===== src/design/fcs_pkg.sv =====
`timescale 1ns / 1ps

package fcs_pkg;

    // default sizes
    localparam int NUM_CATALOGS_DEF  = 4;
    localparam int CATALOG_DEPTH_DEF = 16;
    localparam int VALUE_WIDTH_DEF   = 32;

    // configuration register
    localparam int COUNT_W    = 3;
    localparam int APB_DATA_W = 32;
    localparam int APB_ADDR_W = 1;
    localparam logic [APB_ADDR_W-1:0] ADDR_NUM_ACTIVE = 1'b0;

    // command / front-back queue
    localparam int QUEUE_DEPTH = 2;

    localparam logic [1:0] CMD_CLEAR  = 2'd0;
    localparam logic [1:0] CMD_APPEND = 2'd1;
    localparam logic [1:0] CMD_BUILD  = 2'd2;
    localparam logic [1:0] CMD_QUERY  = 2'd3;

    localparam logic [2:0] ST_OK      = 3'd0;
    localparam logic [2:0] ST_FULL    = 3'd1;
    localparam logic [2:0] ST_RANGE   = 3'd2;
    localparam logic [2:0] ST_UNBUILT = 3'd3;
    localparam logic [2:0] ST_NONE    = 3'd4;
    localparam logic [2:0] ST_ORDER   = 3'd5;

    localparam logic [2:0] OP_CLEAR  = 3'd0;
    localparam logic [2:0] OP_APPEND = 3'd1;
    localparam logic [2:0] OP_BUILD  = 3'd2;
    localparam logic [2:0] OP_QUERY  = 3'd3;
    localparam logic [2:0] OP_REJECT = 3'd4;

    // classified item: what the back end has to do
    typedef struct packed {
        logic [2:0] op;
        logic [2:0] status;
    } cls_t;

endpackage


===== src/design/fcs_front.sv =====
`timescale 1ns / 1ps

module fcs_front #(
    parameter int NUM_CATALOGS = fcs_pkg::NUM_CATALOGS_DEF,
    parameter int VALUE_WIDTH  = fcs_pkg::VALUE_WIDTH_DEF,
    localparam int CW = (NUM_CATALOGS > 1) ? $clog2(NUM_CATALOGS) : 1
) (
    input  logic [1:0]                 command,
    input  logic [CW-1:0]              catalog_index,
    input  logic [VALUE_WIDTH-1:0]     value,
    input  logic [fcs_pkg::COUNT_W-1:0] active_count,
    output fcs_pkg::cls_t              cls,
    output logic [CW-1:0]              cls_catalog,
    output logic [VALUE_WIDTH-1:0]     cls_key
);

    logic count_bad;
    logic count_zero;

    // offset binary, so unsigned compare gives signed order
    assign cls_key = value ^ {1'b1, {(VALUE_WIDTH-1){1'b0}}};

    assign count_zero = (active_count == '0);
    assign count_bad  = (active_count > NUM_CATALOGS);

    always_comb
    begin
        cls.op      = fcs_pkg::OP_CLEAR;
        cls.status  = fcs_pkg::ST_OK;
        cls_catalog = '0;
        case (command)
            fcs_pkg::CMD_CLEAR:
            begin
                cls.op = fcs_pkg::OP_CLEAR;
            end
            fcs_pkg::CMD_APPEND:
            begin
                cls_catalog = catalog_index;
                if ((catalog_index >= active_count) || (catalog_index >= NUM_CATALOGS))
                begin
                    cls.op     = fcs_pkg::OP_REJECT;
                    cls.status = fcs_pkg::ST_RANGE;
                end
                else
                begin
                    cls.op = fcs_pkg::OP_APPEND;
                end
            end
            default:
            begin
                if (count_zero)
                begin
                    cls.op     = fcs_pkg::OP_REJECT;
                    cls.status = fcs_pkg::ST_NONE;
                end
                else if (count_bad)
                begin
                    cls.op     = fcs_pkg::OP_REJECT;
                    cls.status = fcs_pkg::ST_RANGE;
                end
                else if (command == fcs_pkg::CMD_BUILD)
                begin
                    cls.op = fcs_pkg::OP_BUILD;
                end
                else
                begin
                    cls.op = fcs_pkg::OP_QUERY;
                end
            end
        endcase
    end

endmodule


===== config.mk =====
export PLATFORM = sky130hd
export DESIGN_NAME = fcs_front
export DESIGN_NICKNAME = d
export VERILOG_FILES = /design/src/design/fcs_pkg.sv /design/src/design/fcs_front.sv
export SDC_FILE = /design/constraint.sdc
export NUM_CORES = 1
export LEC_CHECK = 0
export ABC_AREA = 1
export BUFFER_PORTS_ARGS = -buffer_cell sky130_fd_sc_hd__buf_2
export CORE_AREA = 4 4 47 49
export DETAILED_ROUTE_END_ITERATION = 10
export DIE_AREA = 0 0 51 53
export PLACE_DENSITY = 0.84
export SYNTH_ARGS = -nofsm -noshare
export SYNTH_HDL_FRONTEND = slang
export SYNTH_SLANG_ARGS = --single-unit

===== constraint.sdc =====
create_clock -name vclk -period 0.8
set_input_delay 0.04 -clock vclk [all_inputs]
set_output_delay 0.04 -clock vclk [all_outputs]
set_load 0.05 [all_outputs]

==> impl_metrics.yaml, run 1 <==
timing:
  finalSetupViolCount: 4
  whs_ps: 80.0
  fin_crit_ps: 981
  fmax_ghz: 1.02
  post-route-period-util_pct: 123
  worst_slack_ps: -181
  rsz0062_at_grt: "yes"
  hold_violations: 0
  slew_viol_final: 0
layout:
  antenna_cells: 0
  seq_cell_count: 0
  multiInputGateArea_um2: 219
  num-clock-buffers: 0
  final_area_um2: 495
  ff_latch_area_um2: 0
  fillerInstances: 218
  layout-drive-gt1-share_pct: 65.5
  stdcell_count: 85
  area_growth_pct: 15.8
  nets: 103
setup_path:
  start_kind: "input port"
  critPathMaxFanout: 2
  worst-path-buf-inv: 3
  crit_path_max_incr_delay_ps: 180
  end_kind: "primary output"
  path_cells: "buf_8 > nor2_4 > inv_1 > ha_2 > a21oi_2 > nand3_1 > nand2_4 > buf_8"
  cp_top_family: "simple AND/OR/NAND/NOR gates"
  slowest_stage: "ha_2"
  cp.required_ps: 760
  arrival_ps: 940
  worstSetupPathType: "in -> out"
  timing.critical_path.mode_cell: "buf_8"
die:
  dieArea_um2: 2700
  io_pins: 79
  coreArea_um2: 1860
  start_util_pct: 23.0
  die_h_um: 53
  fp.dieW_um: 51
  num_rows: 16
synthesis:
  synth.distinct_cells: 9
  synth_top_area_cell: "buf_4"
  synthTopCellsByCount: "32 x buf_4, 14 x inv_1, 12 x nand2_1"
  netlist_area_um2: 428
  ys_warn_count: 0
  syn-num-nets: 114
  ys_seq_area_share_pct: 0
  avgSynthCellArea_um2: 6.03
  synthCells: 71
  synth_top_area_share_pct: 56.1
  synth.area.top_cells: "buf_4 56%, inv_1 12%, ha_1 12%, nand2_1 11%, nor2_1 3.5%"
  synth_most_common_cell: "buf_4"
grt:
  grtUsageTotal_pct: 5.46
  grt_antenna_before_repair: 0
  grt_max_degree: 6
  overflow: 0
  grt_pass1_wl_mm: 1.21
  grt_pass1_vias: 298
power:
  leakagePower_uw: 0.000259
  power_density_nw_per_um2: 727
  ir_drop_mv: 0.287
  clkPwrFrac_pct: 0
  comb_power_share_pct: 100.0
  power_switching_uw: 211
  seqPwrFrac_pct: 0
  internal_power_uw: 149
  switching_share_pct: 58.5
drt:
  routed_wl_um: 801
  routedWlPerCell_um: 9.42
  ant_nets: 0
  first_pass_iters: 2
  via_per_inst: 3.65
  drc: 0
  drtIter0Drc: 3
  routed-via-count: 310
placed_design:
  dpl.hpwl_um: 654
  portBuffers: 16
  dpl-instance-area_um2: 337
  dp.cells: 84
  place_congestion: 0.773
hold_path:
  worstHoldPathType: "in -> out"
flow_run:
  maxCapViolCount: 0
clock_network:
  hold_buffers: 0
run_status:
  status: "finished with violations"
  violations: "setup timing"
-- worst paths after layout --
kind,from,endpoint,slack (ps),cells past startpoint
setup / recovery,active_count[0],cls[3],-180,8
hold / removal,value[13],cls_key[13],80,0
-- stage by stage --
step	power [uW]	util, %	setup WS, ps	TNS (ps)
after floorplan	604	-	-126	-366
after global placement	253	18.1	-373	-1230
after detailed placement	255	18.1	-378	-1280
after CTS	349	25.5	-216	-622
after global routing	387	26.6	-266	-840
final	360	26.6	-181	-536
-- metal layers --
| layer | vias up | wire (um) | global-route usage (%) |
|---|---|---|---|
| met5 | - | 0 | 0 |
| met4 | 0 | 42 | 3.59 |
| met3 | 14 | 146 | 1.97 |
| met2 | 31 | 318 | 7.94 |
| met1 | 120 | 293 | 6.67 |
| li1 | 145 | - | - |
-- power groups by stage --
stage	clock network [uW]	logic (uW)	registers, uW
detailed placement	0	255	0
global placement	0	253	0
global route	0	387	0
finish	0	360	0
CTS	0	349	0
floorplan	0	604	0
-- cell families after synthesis --
kind of cell               Yosys count  synth area share, %
buffers and inverters               46                 68.4
other                                1                0.876
AOI/OAI and AO/OA                    1                 1.17
adders and majority gates            4                 11.7
and+or+nand+nor                     19                 17.8
-- final cells by class --
type | instances | share of cell area [%]
multi-input combinational | 25 | 44.2
timing repair buffer | 19 | 37.9
inverter | 14 | 11.1
tap | 27 | 6.82
-- timing repair --
item                                    in CTS  in global routing
pin swaps                                   11                  4
endpoints found under the hold margin        0                  0
endpoints found under the setup margin       5                  7
gates resized for setup                     33                  8
buffers inserted                             1                  0
-- placed cells by master, fill, tap and decap left out --
cell / n
nor2_1: 2
ha_2: 1
ha_4: 3
inv_2: 4
nand3_1: 2
nand2_1: 6
inv_4: 1
nor2_4: 2
inv_1: 9
buf_4: 3
buf_6: 4
a21oi_2: 1
conb_1: 1
nand2_2: 4
nor2_2: 1
buf_2: 6
buf_8: 6
nand2_4: 2
No activity file was read; power rests on OpenSTA's default activity.
==> inputs of run 2 (changes only) <==
--- a/config.mk
+++ b/config.mk
@@ -10,7 +10,9 @@
 export CORE_AREA = 4 4 47 49
 export DETAILED_ROUTE_END_ITERATION = 10
 export DIE_AREA = 0 0 51 53
+export GPL_ROUTABILITY_DRIVEN = 0
 export PLACE_DENSITY = 0.84
+export RECOVER_POWER = 100
 export SYNTH_ARGS = -nofsm -noshare
 export SYNTH_HDL_FRONTEND = slang
 export SYNTH_SLANG_ARGS = --single-unit
==> impl_metrics.yaml, run 2 (synthesis results as in run 1) <==
run_status:
  status: "finished with violations"
  violations: "setup timing"
grt:
  top_usage_layer: "met2"
  met1_usage_pct: 6.67
  grt_util_met3_pct: 1.97
  grt_antenna_before_repair: 0
  grt_max_degree: 6
  overflow: 0
  grtUsageTotal_pct: 5.46
  grt_pass1_wl_mm: 1.21
  grt_pass1_vias: 298
  met2_usage_pct: 7.94
power:
  ir_drop_mv: 0.287
  power_density_nw_per_um2: 730
  leakagePower_uw: 0.000258
  internal_power_uw: 148
  switching_share_pct: 58.7
  total_power_uw: 359
  comb_power_share_pct: 100.0
  power_switching_uw: 211
  seqPwrFrac_pct: 0
  clkPwrFrac_pct: 0
setup_path:
  end_kind: "primary output"
  worstSetupPathType: "in -> out"
  startpoint: "active_count[0]"
  endpoint: "cls[3]"
  cp.required_ps: 760
  arrival_ps: 940
  start_kind: "input port"
  critPathMaxFanout: 2
layout:
  layout-drive-gt1-share_pct: 65.5
  seq_cell_count: 0
  nets: 103
  mostFrequentLayoutCells: "9 x inv_1, 6 x nand2_1, 6 x buf_8"
  num-clock-buffers: 0
  ff_latch_area_um2: 0
  final_area_um2: 492
  mostFrequentLayoutCell: "inv_1"
  area_growth_pct: 14.9
  antenna_cells: 0
placed_design:
  dpl.hpwl_um: 654
  dpl-instance-area_um2: 337
  portBuffers: 16
drt:
  routedWlPerCell_um: 9.39
  first_pass_iters: 2
  drtIter0Drc: 3
  routed_wl_um: 798
  drc: 0
  via_per_inst: 3.65
  routed-via-count: 310
  ant_nets: 0
die:
  num_rows: 16
  dieArea_um2: 2700
  io_pins: 79
  die_h_um: 53
  coreArea_um2: 1860
  fp.dieW_um: 51
  start_util_pct: 23.0
timing:
  fmax_ghz: 1.02
  fin_crit_ps: 981
  hold_violations: 0
  rsz0062_at_grt: "yes"
  slew_viol_final: 0
  worst_slack_ps: -181
  finalSetupViolCount: 4
  whs_ps: 80.0
  post-route-period-util_pct: 123
flow_run:
  maxCapViolCount: 0
hold_path:
  worstHoldPathType: "in -> out"
-- run 2: cell types whose count changed in the layout (fill, tap and decap cells not counted), sizes merged --
cell    delta
buf        -1
clkbuf     +1
-- run 2: per-stage QoR --
stage	setup WS [ps]	instances	util (%)	TNS [ps]
finish	-181	85	26.4	-537
global route	-266	85	26.4	-840
CTS	-216	85	25.5	-622
detailed placement	-378	84	18.1	-1280
global placement	-373	84	18.1	-1230
floorplan	-126	71	-	-366
-- run 2: final cells by class --
class | instances | area (um^2)
Tap cell | 27 | 33.8
Multi-Input combinational cell | 25 | 219
Timing Repair Buffer | 19 | 184
Fill cell | 219 | 1370
Inverter | 14 | 55.1
-- run 2: worst max-delay path: stages --
cell,delay (ps)
buf_8,100
nor2_4,110
inv_1,50
ha_2,180
a21oi_2,100
nand3_1,130
nand2_4,80
buf_8,140
-- run 2: worst min-delay path by stage --
stage,slack [ps],cells past startpoint,from,endpoint
floorplan,250,1,value[0],cls_key[0]
global placement,80,0,value[17],cls_key[17]
detailed placement,80,0,value[17],cls_key[17]
CTS,80,0,value[17],cls_key[17]
global route,80,0,value[3],cls_key[3]
finish,80,0,value[13],cls_key[13]
-- run 2: what timing repair did --
action | CTS | global route
cloned | 0 | 0
gates resized for setup | 33 | 8
setup endpoints to repair | 5 | 7
setup buffers | 1 | 0
pin swaps | 11 | 4
endpoints found under the hold margin | 0 | 0
hold buffers | 0 | 0
-- run 2: routing by layer --
layer,part of all wire (%),wire length (um)
met1,36,288
met2,40,318
met3,19,149
met4,5.3,42
met5,0,0
-- run 2: power groups by stage --
stage	sequential [uW]	clock [uW]	combinational, uW
after detailed placement	0	0	255
after global routing	0	0	385
final	0	0	359
after floorplan	0	0	604
after CTS	0	0	349
after global placement	0	0	253
