===== config.mk =====
export PLATFORM = sky130hd
export DESIGN_NAME = fcs_queue
export DESIGN_NICKNAME = d
export VERILOG_FILES = /design/src/design/fcs_pkg.sv /design/src/design/fcs_queue.sv
export SDC_FILE = /design/constraint.sdc
export NUM_CORES = 1
export LEC_CHECK = 0
export BUFFER_PORTS_ARGS = -buffer_cell sky130_fd_sc_hd__buf_2
export CORE_UTILIZATION = 48
export DETAILED_ROUTE_END_ITERATION = 6
export PLACE_DENSITY = 0.82
export SLEW_MARGIN = 40
export SYNTH_ARGS = -nofsm -noshare
export SYNTH_HDL_FRONTEND = slang
export SYNTH_SLANG_ARGS = --single-unit

===== constraint.sdc =====
create_clock -name clk -period 1.7 [get_ports clk]
set_clock_uncertainty 0.05 [all_clocks]
set_input_delay 0.17 -clock clk [delete_from_list [all_inputs] [get_ports clk]]
set_output_delay 0.17 -clock clk [all_outputs]
set_load 0.01 [all_outputs]

===== src/design/fcs_pkg.sv =====
`timescale 1ns / 1ps

package fcs_pkg;

    // default sizes
    localparam int NUM_CATALOGS_DEF  = 4;
    localparam int CATALOG_DEPTH_DEF = 16;
    localparam int VALUE_WIDTH_DEF   = 32;

    // configuration register
    localparam int COUNT_W    = 3;
    localparam int APB_DATA_W = 32;
    localparam int APB_ADDR_W = 1;
    localparam logic [APB_ADDR_W-1:0] ADDR_NUM_ACTIVE = 1'b0;

    // command / front-back queue
    localparam int QUEUE_DEPTH = 2;

    localparam logic [1:0] CMD_CLEAR  = 2'd0;
    localparam logic [1:0] CMD_APPEND = 2'd1;
    localparam logic [1:0] CMD_BUILD  = 2'd2;
    localparam logic [1:0] CMD_QUERY  = 2'd3;

    localparam logic [2:0] ST_OK      = 3'd0;
    localparam logic [2:0] ST_FULL    = 3'd1;
    localparam logic [2:0] ST_RANGE   = 3'd2;
    localparam logic [2:0] ST_UNBUILT = 3'd3;
    localparam logic [2:0] ST_NONE    = 3'd4;
    localparam logic [2:0] ST_ORDER   = 3'd5;

    localparam logic [2:0] OP_CLEAR  = 3'd0;
    localparam logic [2:0] OP_APPEND = 3'd1;
    localparam logic [2:0] OP_BUILD  = 3'd2;
    localparam logic [2:0] OP_QUERY  = 3'd3;
    localparam logic [2:0] OP_REJECT = 3'd4;

    // classified item: what the back end has to do
    typedef struct packed {
        logic [2:0] op;
        logic [2:0] status;
    } cls_t;

endpackage


===== src/design/fcs_queue.sv =====
`timescale 1ns / 1ps

module fcs_queue #(
    parameter int WIDTH = 8,
    parameter int DEPTH = fcs_pkg::QUEUE_DEPTH,
    localparam int PW = (DEPTH > 1) ? $clog2(DEPTH) : 1,
    localparam int NW = $clog2(DEPTH + 1)
) (
    input  logic             clk,
    input  logic             rst_n,
    input  logic             push,
    input  logic [WIDTH-1:0] push_data,
    output logic             full,
    input  logic             pop,
    output logic             not_empty,
    output logic [WIDTH-1:0] head
);

    logic [WIDTH-1:0] entry_reg [DEPTH];
    logic [PW-1:0]    wr_ptr_reg, wr_ptr_next;
    logic [PW-1:0]    rd_ptr_reg, rd_ptr_next;
    logic [NW-1:0]    fill_reg, fill_next;
    logic             do_push, do_pop;

    assign full      = (fill_reg == NW'(DEPTH));
    assign not_empty = (fill_reg != '0);
    assign head      = entry_reg[rd_ptr_reg];
    assign do_push   = push && !full;
    assign do_pop    = pop && not_empty;

    always_comb
    begin
        wr_ptr_next = wr_ptr_reg;
        rd_ptr_next = rd_ptr_reg;
        fill_next   = fill_reg;
        if (do_push)
        begin
            wr_ptr_next = (wr_ptr_reg == PW'(DEPTH - 1)) ? '0 : wr_ptr_reg + 1'b1;
        end
        if (do_pop)
        begin
            rd_ptr_next = (rd_ptr_reg == PW'(DEPTH - 1)) ? '0 : rd_ptr_reg + 1'b1;
        end
        if (do_push && !do_pop)
        begin
            fill_next = fill_reg + 1'b1;
        end
        else if (!do_push && do_pop)
        begin
            fill_next = fill_reg - 1'b1;
        end
    end

    always_ff @(posedge clk or negedge rst_n)
    begin
        if (!rst_n)
        begin
            wr_ptr_reg <= '0;
            rd_ptr_reg <= '0;
            fill_reg   <= '0;
        end
        else
        begin
            wr_ptr_reg <= wr_ptr_next;
            rd_ptr_reg <= rd_ptr_next;
            fill_reg   <= fill_next;
        end
    end

    always_ff @(posedge clk)
    begin
        if (do_push)
        begin
            entry_reg[wr_ptr_reg] <= push_data;
        end
    end

endmodule


==> out/summary.log, run 1 <==
qor: clock_tree.clock_path_buffers 2
qor: drt.ant_nets 0
qor: floorplan.io_pins 22
qor: pwr.part_of_the_total_power_dissipated_in_combinational_logic 34.8%
qor: logic_synthesis.synth_cell_types 14
qor: drt.detailedRoute.firstIterationViolations 12
qor: pwr.p_switching 472 µW
qor: worst_hold_path.min-delay-path-class in -> reg
qor: timing.final_min_period_over_clock_period 94.0%
qor: timing.final_hold_vios 0
qor: setup_path.reg2reg_to fill_reg[1]$_DFFE_PN0P_
qor: placement.io_buffer_count 21
qor: layout.most_common_library_cell_in_the_layout_ignoring_fill_and_taps sky130_fd_sc_hd__buf_2
qor: layout.area_of_combinational_cells_with_multiple_inputs 193 µm²
qor: floorplan.chipWidth 42.5 µm
qor: placement.gp_congestion 0.668
qor: timing.rsz0062_at_grt no
qor: setup_path.reg2regPathDepth 6
qor: global_routing.grt_usage 13.7%
qor: pwr.share_of_power_burned_in_the_clock_network 13.9%
qor: timing.timing.final.crit_period 1.60 ns
qor: drt.post_detailed_routing_wire_length 1130 µm
qor: setup_path.critPathRequiredTime 1.48 ns
qor: logic_synthesis.synthesis.area_per_instance 17.9 µm²
qor: global_routing.number_of_global_route_vias_before_repair 417
qor: setup_path.worst-r2r-setup-slack 0.21 ns
qor: status.outcome finished, final reports clean
qor: timing.clock.fmax 626 MHz
qor: layout.synthToLayoutAreaGrowth 29.5%
qor: layout.nNetsFinal 91
qor: layout.regArea 581 µm²
qor: pwr.power.density_cell_area 1500 nW/µm²
qor: pwr.switching_share 30.9%
qor: logic_synthesis.flops_latches_synth 20
qor: flow_run.cap_viol_max_count 0
qor: layout.number_of_flip_flops_in_the_largest_register 16
qor: drt.topRoutingLayerUsed met4
qor: logic_synthesis.yosysSeqAreaShare 73.9%
qor: clock_tree.clk-insertion-delay-late 0.28 ns
qor: floorplan.die_h 42.5 µm
qor: setup_path.timing.critical_path.to head[1]
qor: floorplan.initial_core_utilization 51.6%
qor: timing.slew_violations 0
qor: timing.max-slew-margin-rel 74.1%
qor: global_routing.grt_first_pass_wirelength 1740 µm
qor: clock_tree.tritoncts done
qor: layout.diodes 0
qor: clock_tree.cts.sinks 20
qor: setup_path.worstPathArrival 1.38 ns
qor: pwr.power_report.internal_total 1.06 mW
qor: layout.num-fill-cells 115
qor: layout.layout_common_cells sky130_fd_sc_hd__buf_2 (21), sky130_fd_sc_hd__edfxtp_1 (16), sky130_fd_sc_hd__mux2_1 (8)
qor: logic_synthesis.netlist_area 786 µm²
qor: pwr.vdd.ir_drop.worst 804 µV
qor: placement.place_hpwl 802 µm
qor: setup_path.critPathLaunch rd_ptr_reg$_DFFE_PN0P_
qor: clock_tree.cts.reportedPaths.clkPinSlew 0.10 ns
qor: setup_path.worstSetupPathType reg -> out
qor: setup_path.crit-reg2reg-launch fill_reg[0]$_DFFE_PN0P_
qor: logic_synthesis.mappedNetlistNets 57
qor: global_routing.globalRouteOverflowTotal 0
qor: placement.placement.cell_area 921 µm²
qor: drt.dr.pass1.iters 3
qor: drt.dr_wl_met3 47 µm
qor: global_routing.initial_antenna_violation_count 0
qor: pwr.power.share.sequential 51.3%
qor: drt.post-route-drc-count 0
qor: layout.final_area 1020 µm²
qor: setup_path.critical_path.max_fanout 9
qor: timing.max_slew.worst_pin.slew 0.389 ns
qor: global_routing.grt_max_degree 12
qor: layout.layout_cells_sized_above_1 37.7%
qor: drt.post_drt_wl_per_cell 12.2 µm
qor: clock_tree.total_clock_buffers_created_by_cts 3
qor: setup_path.cp-start-kind register
qor: clock_tree.cts_setup_buffers 0
qor: logic_synthesis.syn-instance-count 44
qor: timing.final-setup-viol-count 0
qor: drt.post_drt_via_cell_ratio 4.85
qor: setup_path.crit_path_end_kind primary output
qor: timing.tns 0 ns
qor: floorplan.core_area 1520 µm²
qor: clock_tree.clock_tree.root_cell sky130_fd_sc_hd__clkbuf_4
qor: logic_synthesis.yosysWarningCount 0
qor: floorplan.standard_cell_row_count 14
qor: drt.route.vias.total 451
qor: drt.routed-wl-met2 571 µm
qor: drt.drt-met1-wl 493 µm
qor: pwr.static_leakage 0.428 nW
qor: clock_tree.htree_num_levels 1
qor: floorplan.die-area 1800 µm²
cell usage after synthesis:
| cell | n | share of area [%] |
|---|---|---|
| sky130_fd_sc_hd__xor2_1 | 2 | 2.2 |
| sky130_fd_sc_hd__and3_1 | 1 | 0.80 |
| sky130_fd_sc_hd__dfrtp_1 | 4 | 13 |
| sky130_fd_sc_hd__nand2b_1 | 1 | 0.80 |
| sky130_fd_sc_hd__nand2_4 | 1 | 1.4 |
| sky130_fd_sc_hd__mux2_1 | 8 | 11 |
| sky130_fd_sc_hd__or2_4 | 1 | 1.1 |
| sky130_fd_sc_hd__nand2_2 | 1 | 0.80 |
| sky130_fd_sc_hd__inv_1 | 2 | 0.96 |
| sky130_fd_sc_hd__xnor2_1 | 3 | 3.3 |
| sky130_fd_sc_hd__nor2_1 | 2 | 0.96 |
| sky130_fd_sc_hd__edfxtp_1 | 16 | 61 |
| sky130_fd_sc_hd__ha_1 | 1 | 1.6 |
| sky130_fd_sc_hd__buf_2 | 1 | 0.64 |
cell families (layout without fill, tap and decap cells):
family / Yosys count / count (layout) / synth area share [%]
DFF: 20 / 20 / 73.9
and+or+nand+nor: 7 / 7 / 5.89
adders and majority gates: 1 / 1 / 1.59
xor gates and xnor gates: 5 / 5 / 5.57
buffers and inverters: 3 / 36 / 1.59
muxes: 8 / 8 / 11.5
worst min path at each step:
stage | cells after the start | startpoint | slack, ns | endpoint
after global placement | 1 | rst_n | -0.07 | fill_reg[0]$_DFFE_PN0P_
final | 1 | push_data[0] | 0.03 | entry_reg[1][0]$_DFFE_PP_
after CTS | 1 | push_data[3] | 0.009 | entry_reg[0][3]$_DFFE_PP_
after global routing | 1 | push_data[2] | 0.001 | entry_reg[0][2]$_DFFE_PP_
after floorplan | 0 | rst_n | -0.18 | fill_reg[0]$_DFFE_PN0P_
after detailed placement | 1 | rst_n | -0.07 | fill_reg[0]$_DFFE_PN0P_
power groups by stage:
stage          sequential (mW)  clock, mW  combinational (mW)
4_1_cts                  0.787      0.222               0.531
3_5_place_dp             0.798          0               0.526
6_report                 0.784      0.213               0.531
5_1_grt                  0.800      0.251               0.586
3_3_place_gp             0.789          0               0.514
2_1_floorplan            0.737          0               0.394
critical path, stage by stage, from the launching register on:
cell	delay, ns
sky130_fd_sc_hd__dfrtp_1	0.59
sky130_fd_sc_hd__mux2_1	0.37
sky130_fd_sc_hd__buf_2	0.14
cell type report:
type	instances	share of cell area [%]
repair buffers	30	18.7
multi-input cells	21	18.9
flip-flops and latches	20	57.1
well taps	16	1.97
clock buffers	4	2.58
inverters	2	0.738
per-stage QoR:
step           utilization [%]  setup slack, ns  power [mW]  hold slack (ns)  cells
2_1_floorplan                -            0.294        1.13           -0.176     44
3_3_place_gp              60.4            0.269        1.30          -0.0702     82
3_5_place_dp              60.4            0.215        1.32          -0.0700     82
4_1_cts                   62.8           0.0896        1.54          0.00909     87
5_1_grt                   66.7          0.00272        1.64          0.00122     93
6_report                  66.7            0.102        1.53           0.0276     93
metal layers:
metal / global-route usage (%) / vias up
li1: - / 221
met5: 0 / -
met2: 23.4 / 14
met4: 9.38 / 0
met1: 13.7 / 214
met3: 4.74 / 2
timing repair:
item                                   CTS  global route
endpoints found under the hold margin    4            11
gates resized for setup                  0             0
hold buffers                             1             6
(Power assumes the default switching activity.)
==> run 2, diff against run 1 <==
--- a/config.mk
+++ b/config.mk
@@ -9,6 +9,7 @@
 export CORE_UTILIZATION = 48
 export DETAILED_ROUTE_END_ITERATION = 6
 export PLACE_DENSITY = 0.82
+export SETUP_SLACK_MARGIN = 0.3
 export SLEW_MARGIN = 40
 export SYNTH_ARGS = -nofsm -noshare
 export SYNTH_HDL_FRONTEND = slang
==> out/summary.log, run 2 (synthesis results as in run 1) <==
qor: setup_path.critical_path.max_fanout 5 [-4]
qor: floorplan.core_area 1520 µm² [unchanged]
qor: layout.num-fill-cells 92 [-20%]
qor: drt.ant_nets 0 [unchanged]
qor: global_routing.number_of_global_route_vias_before_repair 473 [+13%]
qor: global_routing.grt_max_degree 12 [unchanged]
qor: clock_tree.clock_path_buffers 2 [unchanged]
qor: pwr.vdd.ir_drop.worst 974 µV [+21%]
qor: timing.final_min_period_over_clock_period 89.1% [-4.9 points]
qor: layout.layout_cells_sized_above_1 63.0% [+25 points]
qor: global_routing.grt_first_pass_wirelength 2040 µm [+17%]
qor: timing.clock.fmax 660 MHz [+5.5%]
qor: pwr.part_of_the_total_power_dissipated_in_combinational_logic 49.3% [+15 points]
qor: setup_path.crit_path_end_kind primary output
qor: timing.timing.final.crit_period 1.51 ns [-0.0835 ns]
qor: clock_tree.clock_tree.root_cell sky130_fd_sc_hd__clkbuf_4
qor: timing.max-slew-margin-rel 82.1% [+8.1 points]
qor: drt.detailedRoute.firstIterationViolations 6 [-6]
qor: timing.rsz0062_at_grt yes
qor: pwr.power.density_cell_area 1740 nW/µm² [+16%]
qor: clock_tree.htree_num_levels 1 [unchanged]
qor: worst_hold_path.min-delay-path-class in -> reg
qor: pwr.switching_share 31.0% [+0.18 points]
qor: floorplan.die-area 1800 µm² [unchanged]
qor: floorplan.standard_cell_row_count 14 [unchanged]
qor: floorplan.die_h 42.5 µm [unchanged]
qor: layout.nNetsFinal 95 [+4.4%]
qor: pwr.static_leakage 0.515 nW [+20%]
qor: timing.final_hold_vios 0 [unchanged]
qor: layout.number_of_flip_flops_in_the_largest_register 16 [unchanged]
qor: clock_tree.cts.sinks 20 [unchanged]
qor: pwr.power.share.sequential 37.2% [-14 points]
qor: status.outcome finished, final reports clean
qor: timing.slew_violations 0 [unchanged]
qor: timing.max_slew.worst_pin.slew 0.268 ns [-0.122 ns]
qor: layout.synthToLayoutAreaGrowth 50.8%
qor: timing.setup_slack 0.186 ns [+0.0835 ns]
qor: setup_path.critPathRequiredTime 1.48 ns [about the same]
qor: drt.route.vias.total 478 [+6.0%]
qor: drt.post_detailed_routing_wire_length 1510 µm [+33%]
qor: pwr.p_switching 640 µW [+36%]
qor: clock_tree.total_clock_buffers_created_by_cts 3 [unchanged]
qor: clock_tree.cts.reportedPaths.clkPinSlew 0.12 ns [+0.02 ns]
qor: placement.gp_congestion 0.656 [-1.7%]
qor: drt.dr.pass1.iters 4 [+1]
qor: placement.io_buffer_count 21 [unchanged]
qor: layout.most_common_library_cell_in_the_layout_ignoring_fill_and_taps sky130_fd_sc_hd__edfxtp_1
qor: drt.post-route-drc-count 0 [unchanged]
qor: floorplan.initial_core_utilization 51.6% [unchanged]
qor: pwr.share_of_power_burned_in_the_clock_network 13.5% [-0.4 points]
qor: placement.place_hpwl 857 µm [+6.9%]
qor: floorplan.io_pins 22 [unchanged]
qor: setup_path.worstPathArrival 1.29 ns [-0.09 ns]
qor: drt.post_drt_wl_per_cell 15.5 µm [+27%]
qor: global_routing.grt_usage 15.5% [+1.8 points]
qor: timing.final-setup-viol-count 0 [unchanged]
qor: layout.diodes 0 [unchanged]
qor: pwr.power_report.internal_total 1.42 mW [+35%]
qor: layout.layout_common_cells sky130_fd_sc_hd__edfxtp_1 (16), sky130_fd_sc_hd__buf_2 (13), sky130_fd_sc_hd__buf_6 (10)
qor: drt.post_drt_via_cell_ratio 4.93 [+1.6%]
qor: clock_tree.tritoncts done
qor: placement.preCtsSetupSlack 0.183 ns [-0.0322 ns]
qor: global_routing.initial_antenna_violation_count 0 [unchanged]
qor: setup_path.worstSetupPathType reg -> out
qor: setup_path.cp-start-kind register
qor: timing.tns 0 ns [unchanged]
qor: floorplan.chipWidth 42.5 µm [unchanged]
qor: global_routing.globalRouteOverflowTotal 0 [unchanged]
qor: clock_tree.clk-insertion-delay-late 0.30 ns [+0.02 ns]
qor: flow_run.cap_viol_max_count 0 [unchanged]
-- run 2: final cells by class --
| type | count | area (µm²) | area share [%] |
|---|---|---|---|
| inverter | 2 | 7.51 | 0.634 |
| multi-input combinational | 21 | 267 | 22.5 |
| clock buffer | 4 | 36.3 | 3.06 |
| sequential | 20 | 582 | 49.1 |
| tap | 16 | 20.0 | 1.69 |
| timing repair buffer | 34 | 273 | 23.0 |
-- run 2: metrics by stage --
stage	instances	hold WS (ns)	cell area (µm²)	util, %	total power [mW]
2_1_floorplan	44	-0.176	788	-	1.14
3_3_place_gp	80	-0.0673	908	59.6	1.29
3_5_place_dp	80	-0.0673	908	59.6	1.32
4_1_cts	89	0.000810	1020	67.0	1.72
5_1_grt	97	-0.00409	1180	77.8	2.15
6_report	97	0.00476	1180	77.8	2.06
-- run 2: final timing paths --
| check | slack (ns) | cells past startpoint | endpoint | start |
|---|---|---|---|---|
| max | 0.19 | 3 | head[3] | rd_ptr_reg$_DFFE_PN0P_ |
| min | 0.005 | 1 | entry_reg[1][4]$_DFFE_PP_ | push_data[4] |
| max reg2reg | 0.26 | 6 | fill_reg[1]$_DFFE_PN0P_ | fill_reg[1]$_DFFE_PN0P_ |
| min reg2reg | 0.55 | 1 | wr_ptr_reg$_DFFE_PN0N_ | wr_ptr_reg$_DFFE_PN0N_ |
| max in group asynchronous | 1.32 | 2 | rd_ptr_reg$_DFFE_PN0P_ | rst_n |
| min in group asynchronous | 0.15 | 2 | fill_reg[1]$_DFFE_PN0P_ | rst_n |
-- run 2: timing repair --
item                       CTS  global route
resized for setup            7            22
pin swaps                    4             0
setup endpoints to repair   26            25
hold buffers                 1             4
buffers inserted             4             4
hold endpoints to repair     4             7
-- run 2: metal layers --
metal  vias up  GRT usage [%]  wire length [µm]
met2        15           26.8               824
met1       232           18.8               639
met3         0           2.59                41
met4         0           6.88                 0
met5         -              0                 0
li1        231              -                 -
-- run 2: worst max-delay path, stage by stage, from the launching register on --
cell                      delay, ns
sky130_fd_sc_hd__dfrtp_2       0.43
sky130_fd_sc_hd__buf_6         0.14
sky130_fd_sc_hd__mux2_4        0.30
sky130_fd_sc_hd__buf_6         0.12
-- run 2: power groups by stage --
stage                     combinational (mW)  clock [mW]  sequential, mW
after floorplan                        0.397           0           0.739
after global placement                 0.502           0           0.787
after detailed placement               0.519           0           0.798
after CTS                              0.661       0.278           0.784
after global routing                    1.08       0.301           0.776
final                                   1.02       0.279           0.766
==> run 3, diff against run 2 <==
--- a/config.mk
+++ b/config.mk
@@ -9,6 +9,7 @@
 export CORE_UTILIZATION = 48
 export DETAILED_ROUTE_END_ITERATION = 6
 export PLACE_DENSITY = 0.82
+export RECOVER_POWER = 25
 export SETUP_SLACK_MARGIN = 0.3
 export SLEW_MARGIN = 40
 export SYNTH_ARGS = -nofsm -noshare
==> constraint.sdc (replaced) <==
create_clock -name clk -period 1.7 [get_ports clk]
set_clock_uncertainty 0.05 [all_clocks]
set_input_delay 0.34 -clock clk [delete_from_list [all_inputs] [get_ports clk]]
set_output_delay 0.34 -clock clk [all_outputs]
set_load 0.01 [all_outputs]
==> out/summary.log, run 3 (synthesis results as in run 1) <==
qor: clock_tree.cts.reportedPaths.clkPinSlew 0.11 ns [about the same]
qor: timing.final-setup-viol-count 0 [unchanged]
qor: drt.detailedRoute.firstIterationViolations 9 [+3]
qor: floorplan.standard_cell_row_count 14 [unchanged]
qor: layout.synthToLayoutAreaGrowth 48.7%
qor: setup_path.worst-r2r-setup-slack 0.29 ns [+0.03 ns]
qor: setup_path.reg2regPathDepth 5 [-1]
qor: pwr.power.density_cell_area 1800 nW/µm² [+3.2%]
qor: placement.dpl.cell_count 80 [unchanged]
qor: setup_path.cp.buffers_inverters 2 [unchanged]
qor: placement.preCtsSetupSlack 0.194 ns [+0.0108 ns]
qor: layout.layout_cells_sized_above_1 65.8% [+2.9 points]
qor: placement.gp_congestion 0.679 [+3.4%]
qor: drt.ant_nets 0 [unchanged]
qor: floorplan.initial_core_utilization 51.6% [unchanged]
qor: global_routing.grt_usage 18.1% [+2.7 points]
qor: clock_tree.htree_num_levels 1 [unchanged]
qor: global_routing.globalRouteOverflowTotal 0 [unchanged]
qor: setup_path.critical_path.max_fanout 4 [-1]
qor: layout.final_area 1170 µm² [-1.4%]
qor: timing.max-slew-margin-rel 82.4% [+0.31 points]
qor: setup_path.crit_path_end_kind primary output
qor: timing.final_hold_vios 0 [unchanged]
qor: timing.slew_violations 0 [unchanged]
qor: worst_hold_path.worstHoldStart push_data[4]
qor: floorplan.io_pins 22 [unchanged]
qor: layout.number_of_standard_cells_in_the_layout_taps_in_and_fillers_out 95 [-2.1%]
qor: drt.post_drt_via_cell_ratio 5.08 [+3.2%]
qor: placement.placement.cell_area 908 µm² [unchanged]
qor: timing.clock.fmax 589 MHz [-11%]
qor: drt.post_detailed_routing_wire_length 1390 µm [-7.4%]
qor: clock_tree.cts.sinks 20 [unchanged]
qor: layout.nNetsFinal 93 [-2.1%]
qor: worst_hold_path.min_path_cells 1 [unchanged]
qor: setup_path.crit_chain buf_6 > mux2_4 > buf_6
qor: floorplan.core_area 1520 µm² [unchanged]
qor: placement.io_buffer_count 21 [unchanged]
qor: clock_tree.total_clock_buffers_created_by_cts 3 [unchanged]
qor: global_routing.initial_antenna_violation_count 0 [unchanged]
qor: timing.setup_slack 0.00130 ns [-0.184 ns]
qor: setup_path.critPathRequiredTime 1.31 ns [-0.17 ns]
qor: drt.dr.pass1.iters 3 [-1]
qor: setup_path.family_with_the_most_delay_on_the_worst_path flip-flops
qor: global_routing.global_route_track_usage_on_met3 3.88% [+1.3 points]
qor: global_routing.grt_first_pass_wirelength 2250 µm [+11%]
qor: global_routing.globalRouteMet2Util 29.8% [+3.1 points]
qor: timing.final_min_period_over_clock_period 99.9% [+11 points]
qor: layout.layout_common_cells sky130_fd_sc_hd__edfxtp_1 (16), sky130_fd_sc_hd__buf_6 (14), sky130_fd_sc_hd__buf_2 (10)
qor: worst_hold_path.min-delay-path-class in -> reg
qor: floorplan.die_h 42.5 µm [unchanged]
qor: pwr.vdd.ir_drop.worst 966 µV [-0.82%]
qor: timing.smallest_hold_slack 0.171 ns [+0.167 ns]
qor: pwr.static_leakage 0.508 nW [-1.5%]
qor: drt.route.vias.total 483 [+1.0%]
qor: layout.most_common_library_cell_in_the_layout_ignoring_fill_and_taps sky130_fd_sc_hd__edfxtp_1
qor: clock_tree.clock_path_buffers 2 [unchanged]
qor: floorplan.chipWidth 42.5 µm [unchanged]
qor: global_routing.use_met1 21.5% [+2.6 points]
qor: global_routing.top_usage_layer met2
qor: drt.post-route-drc-count 0 [unchanged]
qor: pwr.fin_total_pwr 2.10 mW [+1.8%]
qor: setup_path.worstSetupPathType reg -> out
qor: setup_path.cp-start-kind register
qor: status.outcome finished, final reports clean
qor: setup_path.critical-path-top-cell-by-count sky130_fd_sc_hd__buf_6
qor: global_routing.number_of_global_route_vias_before_repair 503 [+6.3%]
qor: layout.number_of_flip_flops_in_the_largest_register 16 [unchanged]
qor: setup_path.worstPathArrival 1.31 ns [+0.02 ns]
qor: setup_path.critical_path.max_stage_delay 0.45 ns [+0.02 ns]
qor: timing.max_slew.worst_pin.slew 0.263 ns [-0.00461 ns]
qor: timing.rsz0062_at_grt yes
qor: drt.post_drt_wl_per_cell 14.7 µm [-5.4%]
qor: setup_path.reg2reg_to fill_reg[1]$_DFFE_PN0P_
qor: worst_hold_path.worstHoldEndpoint entry_reg[0][4]$_DFFE_PP_
qor: global_routing.grt_max_degree 12 [unchanged]
qor: floorplan.die-area 1800 µm² [unchanged]
qor: clock_tree.clk-insertion-delay-late 0.30 ns [about the same]
qor: setup_path.crit-reg2reg-launch fill_reg[1]$_DFFE_PN0P_
qor: layout.diodes 0 [unchanged]
qor: clock_tree.clock_tree.root_cell sky130_fd_sc_hd__clkbuf_4
qor: flow_run.cap_viol_max_count 0 [unchanged]
qor: setup_path.crit_path_top_delay_cell sky130_fd_sc_hd__dfrtp_2
qor: clock_tree.tritoncts done
qor: timing.timing.final.crit_period 1.70 ns [+0.184 ns]
## run 3: final cells by class
| type | count | area [µm²] |
|---|---|---|
| flip-flops and latches | 20 | 582 |
| fillers | 87 | 355 |
| repair buffers | 32 | 267 |
| multi-input cells | 21 | 256 |
| clock buffers | 4 | 36.3 |
| well taps | 16 | 20.0 |
| inverters | 2 | 7.51 |
## run 3: what timing repair did
| item | 4_1_cts | 5_1_grt |
|---|---|---|
| cloned | 0 | 0 |
| hold buffers | 1 | 0 |
| pin swaps | 4 | 4 |
| buffers inserted | 9 | 1 |
| setup endpoints to repair | 19 | 19 |
| hold endpoints to repair | 4 | 0 |
| resized for setup | 30 | 2 |
## run 3: per-layer routing
| layer | wire length (µm) | vias to the layer above | part of all wire [%] |
|---|---|---|---|
| li1 | - | 227 | - |
| met1 | 582 | 234 | 42 |
| met2 | 732 | 18 | 53 |
| met3 | 47 | 4 | 3.4 |
| met4 | 31 | 0 | 2.2 |
| met5 | 0 | - | 0 |
## run 3: stage by stage
stage	util (%)	TNS [ns]
finish	76.7	0
floorplan	-	0
global placement	59.6	0
detailed placement	59.6	0
CTS	75.8	0
global route	76.7	-0.302
## run 3: worst max path at each step
stage                            startpoint                       to  cells after the start
CTS                  rd_ptr_reg$_DFFE_PN0P_                  head[3]                      3
detailed placement  fill_reg[0]$_DFFE_PN0P_  fill_reg[1]$_DFFE_PN0P_                      6
finish               rd_ptr_reg$_DFFE_PN0P_                  head[3]                      3
global placement     rd_ptr_reg$_DFFE_PN0P_                  head[1]                      2
global route         rd_ptr_reg$_DFFE_PN0P_                  head[3]                      3
floorplan           fill_reg[0]$_DFFE_PN0P_  fill_reg[1]$_DFFE_PN0P_                      6
## run 3: power by group
group          switching (mW)  total, mW  leakage [nW]  internal [mW]
Sequential             0.0788      0.767         0.194          0.688
Clock                   0.140      0.271        0.0210          0.131
Combinational           0.404       1.06         0.292          0.657
Total                   0.623       2.10         0.508           1.48
